**src/rtl/core/crpe_pkg.sv**
```systemverilog
`default_nettype none
package crpe_pkg;

  localparam int COORD_W = 32;
  localparam int ALPHA_W = 17;
  localparam int COUNT_W = 5;
  // coefficient and horner accumulator width, holds 24 * 2^31 with sign
  localparam int ACC_W   = 38;

  localparam logic KIND_WRITE = 1'b0;
  localparam logic KIND_EVAL  = 1'b1;

  typedef struct packed {
    logic signed [COORD_W-1:0] x;
    logic signed [COORD_W-1:0] y;
    logic signed [COORD_W-1:0] z;
  } point_t;

  typedef struct packed {
    logic                      kind;
    logic [3:0]                point_index;
    logic signed [COORD_W-1:0] coord_x;
    logic signed [COORD_W-1:0] coord_y;
    logic signed [COORD_W-1:0] coord_z;
    logic [ALPHA_W-1:0]        alpha;
  } in_item_t;

  typedef struct packed {
    logic signed [COORD_W-1:0] pos_x;
    logic signed [COORD_W-1:0] pos_y;
    logic signed [COORD_W-1:0] pos_z;
  } out_item_t;

  typedef struct packed {
    logic valid;
    logic wr;
    logic zero;
  } ctl_t;

endpackage
`default_nettype wire

```
**src/rtl/core/crpe_seg.sv**
```systemverilog
`default_nettype none
module crpe_seg #(
  parameter int MAX_POINTS      = 16,
  parameter int ALPHA_FRAC_BITS = 16,
  localparam int IW = $clog2(MAX_POINTS),
  localparam int TW = ALPHA_FRAC_BITS + 1
) (
  input  wire logic                      clk,
  input  wire logic                      rst_n,
  input  wire logic                      valid_i,
  input  wire crpe_pkg::in_item_t        item_i,
  input  wire logic [crpe_pkg::COUNT_W-1:0] count_i,
  output crpe_pkg::ctl_t                 ctl_o,
  output logic [IW-1:0]                  wr_addr_o,
  output crpe_pkg::point_t               wr_point_o,
  output logic [IW-1:0]                  rd_addr0_o,
  output logic [IW-1:0]                  rd_addr1_o,
  output logic [IW-1:0]                  rd_addr2_o,
  output logic [IW-1:0]                  rd_addr3_o,
  output logic [TW-1:0]                  t_o
);
  import crpe_pkg::*;

  localparam int SW = ALPHA_W + COUNT_W;
  localparam int XW = SW + ALPHA_FRAC_BITS;
  localparam logic [TW-1:0] ONE_T = {1'b1, {ALPHA_FRAC_BITS{1'b0}}};

  logic [COUNT_W-1:0] segs;
  logic [COUNT_W-1:0] last;
  logic               few_pts;
  logic [SW-1:0]      scaled;
  logic [XW-1:0]      sc_w;
  logic [COUNT_W-1:0] idx_raw;
  logic               at_end;
  logic [COUNT_W-1:0] idx;
  logic [COUNT_W-1:0] i0;
  logic [COUNT_W-1:0] i2;
  logic [COUNT_W-1:0] i3;
  logic [TW-1:0]      t_nxt;
  logic               wr_drop;
  ctl_t               ctl_nxt;

  assign segs    = count_i - COUNT_W'(1);
  assign last    = segs - COUNT_W'(1);
  assign few_pts = (count_i < COUNT_W'(2));
  assign scaled  = SW'(item_i.alpha) * SW'(segs);
  assign sc_w    = XW'(scaled);
  assign idx_raw = COUNT_W'(sc_w >> ALPHA_FRAC_BITS);
  // alpha of exactly 1.0 lands one past the last segment
  assign at_end  = (idx_raw > last);

  always_comb begin
    idx   = at_end ? last : idx_raw;
    t_nxt = at_end ? ONE_T : {1'b0, sc_w[ALPHA_FRAC_BITS-1:0]};
    i0    = (idx == '0) ? '0 : idx - COUNT_W'(1);
    i2    = idx + COUNT_W'(1);
    i3    = ((idx + COUNT_W'(2)) < segs) ? idx + COUNT_W'(2) : segs;
    // fewer than two points: everything reads slot 0 at t = 0
    if (few_pts) begin
      idx   = '0;
      i0    = '0;
      i2    = '0;
      i3    = '0;
      t_nxt = '0;
    end
  end

  // a write to a slot past the table is dropped as a bubble
  assign wr_drop = (item_i.kind == KIND_WRITE) && (32'(item_i.point_index) >= MAX_POINTS);

  always_comb begin
    ctl_nxt.valid = valid_i && !wr_drop;
    ctl_nxt.wr    = (item_i.kind == KIND_WRITE);
    ctl_nxt.zero  = (count_i == '0);
  end

  always_ff @(posedge clk) begin
    if (!rst_n) begin
      ctl_o <= '0;
    end else begin
      ctl_o <= ctl_nxt;
    end
  end

  always_ff @(posedge clk) begin
    wr_addr_o  <= IW'(item_i.point_index);
    wr_point_o <= '{x: item_i.coord_x, y: item_i.coord_y, z: item_i.coord_z};
    rd_addr0_o <= IW'(i0);
    rd_addr1_o <= IW'(idx);
    rd_addr2_o <= IW'(i2);
    rd_addr3_o <= IW'(i3);
    t_o        <= t_nxt;
  end

endmodule
`default_nettype wire

```
**config.mk**
```make
export PLATFORM = sky130hd
export DESIGN_NAME = crpe_seg
export DESIGN_NICKNAME = d
export VERILOG_FILES = /design/src/rtl/core/crpe_pkg.sv /design/src/rtl/core/crpe_seg.sv
export SDC_FILE = /design/constraint.sdc
export NUM_CORES = 1
export LEC_CHECK = 0
export ABC_AREA = 1
export BUFFER_PORTS_ARGS = -buffer_cell sky130_fd_sc_hd__clkbuf_2
export CAP_MARGIN = 20
export CELL_PAD_IN_SITES_DETAIL_PLACEMENT = 1
export CELL_PAD_IN_SITES_GLOBAL_PLACEMENT = 1
export CORE_MARGIN = 3
export CORE_UTILIZATION = 39
export CTS_BUF_LIST = sky130_fd_sc_hd__clkbuf_4 sky130_fd_sc_hd__clkbuf_8
export CTS_CLUSTER_DIAMETER = 80
export CTS_CLUSTER_SIZE = 10
export DETAILED_ROUTE_END_ITERATION = 10
export GPL_TIMING_DRIVEN = 1
export PLACE_DENSITY = 0.95
export SKIP_CTS_REPAIR_TIMING = 1
export SLEW_MARGIN = 10
export SYNTH_ARGS = -nofsm -noshare
export SYNTH_HDL_FRONTEND = slang
export SYNTH_SLANG_ARGS = --single-unit
```
**constraint.sdc**
```tcl
create_clock -name clk -period 12.3 [get_ports clk]
set_input_delay 0.615 -clock clk [delete_from_list [all_inputs] [get_ports clk]]
set_output_delay 0.615 -clock clk [all_outputs]
set_load 0.05 [all_outputs]
```
---- Word level (Yosys, flattened, before mapping) ----
Index checks and enable logic that the tools add are counted.
storage, ports and cells
  flip-flop bits (word level) ............. 136
  input port bits ......................... 126
cells by class
  multipliers ............................. 1
  magnitude comparators ................... 3
  bitwise operators ....................... 1
  $add $sub $neg .......................... 5
  reduce and logical (&&, ||, !) cells .... 4
  muxes and demuxes ....................... 3
operators by type and width
  cell                                                number
  multiplier 17 x 5 -> 21 bit                         1
  two-way mux 17 bit                                  1
  logical NOT 5 bit                                   2
  subtractor 5 x 1 -> 5 bit, second input constant    2
  adder 5 x 2 -> 5 bit, second input constant         1
  > comparator 5 bit                                  1
  < comparator 5 x 2 -> 1 bit, second input constant  1
  < comparator 5 bit                                  1
  two-way mux 5 bit                                   1
  adder 4 x 1 -> 4 bit, second input constant         1
  two-way mux 4 bit                                   1
  OR reduction 2 bit                                  2
  subtractor 4 x 1 -> 4 bit, second input constant    1
  inverter 1 bit                                      1

---- Depth between registers and ports, before layout ----
  depth after elaboration ................. 7
  mapped depth ............................ 48
  depth with buffers taken out ............ 46

---- Least setup slack after synthesis ----
OpenSTA, ideal clock, no wires.
  path kind ............................... input -> register
  start point ............................. in count_i[0] in the netlist's numbering
  end point ............................... reg rd_addr3_o[1]
  arrival ................................. 6.977 ns
  path slack .............................. 5.200 ns
  cell stages on the path ................. 43
  data required time ...................... 12.177 ns
  setup time .............................. 0.123 ns
  path buffers ............................ 4
  cell sequence ........................... buf_6 -> inv_4 -> clkbuf_1 -> ha_1 -> or2_1 -> nand2_2 -> buf_6 -> clkbuf_1 -> nor2_1 -> fa_1 -> fa_1 -> inv_1 -> fa_1 -> inv_1 -> ha_1 -> or2_1 -> nand3_1 -> nand2_2 -> (+7 left out) -> o21ai_1 -> o211ai_2 -> nand2_2 -> inv_1 -> nand2_1 -> nand2_2 -> inv_1 -> ha_1 -> inv_1 -> nand2_1 -> nand2_2 -> ha_1 -> nand2_1 -> nor2_1 -> a211oi_1 -> nand2_2 -> o21ai_1 -> a21oi_1
between the ends
  word-level cells in the longest chain between the ends .. 7
  elaborated cells on any way between the ends .. 9
  classes of those cells .................. add/sub (3); mul (1); order compare (3); mux (2)
RTL lines
  element                                                                   RTL line                        RTL
  start: declaration                                                        crpe_seg.sv:12                  input wire logic [crpe_pkg::COUNT_W-1:0] count_i,
  subtractor 5 x 1 -> 5 bit                                                 crpe_seg.sv:43                  assign segs = count_i - COUNT_W'(1);
  multiplier 17 x 5 -> 21 bit or subtractor 5 x 1 -> 5 bit (tied branches)  crpe_seg.sv:46, crpe_seg.sv:44
  > comparator 5 bit                                                        crpe_seg.sv:50                  assign at_end = (idx_raw > last);
  two-way mux 5 bit                                                         crpe_seg.sv:53                  idx = at_end ? last : idx_raw;
  adder 5 x 2 -> 5 bit                                                      crpe_seg.sv:57                  i3 = ((idx + COUNT_W'(2)) < segs) ? idx + COUNT_W'(2) : segs;
  < comparator 5 bit                                                        crpe_seg.sv:57
  two-way mux 4 bit                                                         crpe_seg.sv:57
  end signal: assignment                                                    crpe_seg.sv:91                  rd_addr3_o <= IW'(i3);
  end: declaration                                                          crpe_seg.sv:19                  output logic [IW-1:0] rd_addr3_o,
Parallel ways exist; a longest one is shown, timed or not.
A chain may end at the register's enable or synchronous reset.

---- Worst setup path after layout ----
  start point ............................. in count_i[0] in the netlist's numbering
  end point ............................... reg rd_addr3_o[0]
Same word-level chain as after synthesis.

==> impl_summary.txt <==
----------------------------------------------------
[Timing]
  Setup violators final ... 0
  Setup repair after global routing missed its margin ... no
  Hold Fails Final Rpt ... 0
  Final Hold Slack ... between 0.2 and 0.3 ns
  Sum Neg Setup Slack ... 0 ns
  Max-slew headroom at the worst pin ... approximately half
  Final critical-path required period ... between 7 and 8 ns
  Final worst path period share ... 61.3%
  Max-slew violation total from the final report ... 0
  Max Fclk ... 133 MHz
  Slew at the pin with the worst max-slew slack ... 0.763 ns

[Synth]
  Post-synth design cell area ... between 6000 and 7000 um^2
  Number of distinct library cells after synthesis ... 33
  Largest cells by area after synthesis ... dfxtp_1 (42%), fa_1 (14%), nand2_1 (8.8%)
  Average cell area after synthesis ... 8.65 um^2
  Number of storage elements in the synthesis netlist ... 136
  Ys Warns ... 0
  Area leader, netlist ... dfxtp_1
  Synthesized instance count ... 747
  Sequential fraction of the synthesis area ... a little over two fifths
  Nets in the synthesized netlist ... approximately 960
  Share of the synthesized area in the top cell type ... a little over two fifths

[Die]
  Die X-Extent ... 135 um
  Ports placed on the boundary ... roughly 260
  Die area ... ~18000 um^2
  Vert. Die Dim ... 135 um
  Initial core utilization ... a little over 40%
  Number of placement rows ... 46
  Core region area ... roughly 16000 um^2

[Setup path]
  Slowest stage delay, CP ... 0.54 ns
  Largest fanout on the critical path ... 20
  Cell with the largest stage delay on the worst path ... fa_1
  CP endpoint kind ... flop
  Critical path buffer and inverter count ... 7
  Top Family by Delay on Critical Path ... adder cells
  Required time of the critical path ... 12.62 ns
  Arr. time, crit path ... 7.85 ns
  Crit Path Category ... input port to flop
  Cell mode on critical path ... nand2_1
  Critical path launch point type ... input port

[Finish]
  Fillcell total ... ~2100
  FF/Latch Area ... 2720 um^2
  Count of nets after finishing ... 1233
  Most common cell after layout, fill and taps aside ... clkbuf_2
  Share of layout cells above drive strength 1 ... 32.5%
  Diodes inserted ... 0
  Post-synthesis to final-layout area growth ... 29.9%
  Commonest cells after routing, fill and taps aside ... clkbuf_2 (261), nand2_1 (151), inv_1 (140)
  Multi-input gate area ... between 3000 and 4000 um^2
  Final standard cell area without fillers ... 8390 um^2

[Power]
  Fraction of power consumed by the clock network ... 17.1%
  Sw Pwr ... roughly 1.1 mW
  Worst vdd ir ... 0.0944 mV
  Total Power Consumption ... 2.21 mW
  Seq pwr share ... 24.7%
  Internal power of the cells ... 1.08 mW
  Power density of the placed cells ... about 260 nW/um^2
  Switching Fraction ... 51.1%
  Comb pwr share ... between 50% and 60%
  Leakage ... 4.79 nW

[Drt]
  Routed Antenna Nets ... 0
  Overall via count from detail_route ... 5846
  Iteration-0 DRC count of the detailed router ... between 150 and 200
  Routed length per placed instance ... between 15 and 20 um
  Number of remaining DRC errors ... 0
  Detailed Route WL ... 22600 um
  Vias per std cell ... 4.69
  First drt pass iteration count ... 4

[GRT]
  Maximum number of pins on one net before global-route repair ... 21
  Grt ovf ... 0
  Global-route wire length before repair ... around 35000 um
  Number of antenna violations at the first check in global routing ... 0
  Overall Global Routing Usage ... 25.2%
  Number of global-route vias before repair ... 6605

[Clocking]
  TritonCTS Buffers ... 17
  CTS HTree Levels ... 4
  Maximum count of clock buffers along a single path ... 2
  Clk pin slew, worst setup/hold paths ... 0.09 ns
  Total number of clock tree sinks ... 136
  Clock tree root buffer cell ... clkbuf_8
  Clock tree from TritonCTS ... done

[Hold path]
  Type of the most critical hold path ... input port to flop

[Placed design]
  Number of input and output port buffers inserted ... 261
  Placed wire-length estimate ... 18900 um
  Gp weighted congestion ... 0.866
  DP Area ... 7990 um^2

[Job]
  Max-capacitance violation count ... 0

[Outcome]
  Result of the run ... complete, no violations

----------------------------------------------------
Yosys cell counts:
cell	count
a31oi_1	3
a21oi_1	30
nand2_4	3
clkbuf_1	3
a211oi_1	1
or2_1	3
o21ai_1	5
fa_1	44
nand2_1	151
o211ai_2	1
nand3_2	7
buf_1	2
or2_2	6
xor2_1	10
nand2_2	15
and3_1	3
inv_1	140
xnor2_2	1
dfxtp_1	136
o21bai_1	1
nor2_2	1
nand4_1	2
xnor2_1	1
buf_2	2
ha_1	45
nand3_1	18
a21oi_2	1
buf_6	2
o21ai_0	3
inv_4	2
nor2_1	96
nor3_1	4
inv_2	5
cell type report:
type	instances	share of cell area, %
Clock buffer	18	2.88
Clock inverter	14	1.94
Inverter	147	6.64
Multi-Input combinational cell	455	37.3
Sequential cell	136	32.4
Tap cell	216	3.22
Timing Repair Buffer	261	15.6
layer usage:
layer  part of all wire [%]  track usage, %  routed length, um
met1                     38            27.1               8590
met4                    3.1            9.95                706
met5                      0               0                  0
met2                     53            47.2              12000
met3                    5.8            6.00               1310
final timing paths:
check,startpoint,to,slack (ns),cells after the start
max,count_i[0],rd_addr3_o[0],4.76,41
min,item_i[101],wr_point_o[84],0.27,1
power groups by stage:
| stage | registers, mW | logic, mW | clock network, mW |
|---|---|---|---|
| 6_report | 0.546 | 1.28 | 0.378 |
| 5_1_grt | 0.552 | 1.42 | 0.407 |
| 4_1_cts | 0.547 | 1.28 | 0.386 |
| 3_5_place_dp | 0.555 | 1.26 | 0 |
| 3_3_place_gp | 0.550 | 1.19 | 0 |
| 2_1_floorplan | 0.799 | 0.680 | 0 |
logic make-up (layout without fill, tap and decap cells):
logic type / Yosys count / count (layout) / synth area share, %
AO/OA/AOI/OAI: 45 / 45 / 3.80
XOR/XNOR: 12 / 12 / 1.74
adder cells (fa/ha/maj): 89 / 89 / 22.3
buffers and inverters: 156 / 440 / 9.41
flip-flops: 136 / 136 / 42.1
AND/OR/NAND/NOR: 309 / 309 / 20.6
registers in the layout, summed over array words and instances, names as in the netlist:
name,flops
ctl_o,3
t_o,17
wr_point_o,96
rd_addr2_o,4
rd_addr3_o,4
wr_addr_o,4
rd_addr0_o,4
rd_addr1_o,4
per-stage QoR:
step,setup WS (ns),util [%],instances
2_1_floorplan,5.20,-,747
3_3_place_gp,4.80,49.7,1215
3_5_place_dp,4.40,49.7,1215
4_1_cts,4.82,52.3,1247
5_1_grt,4.16,52.3,1247
6_report,4.76,52.3,1247
Power figures use the tool's default switching activity.
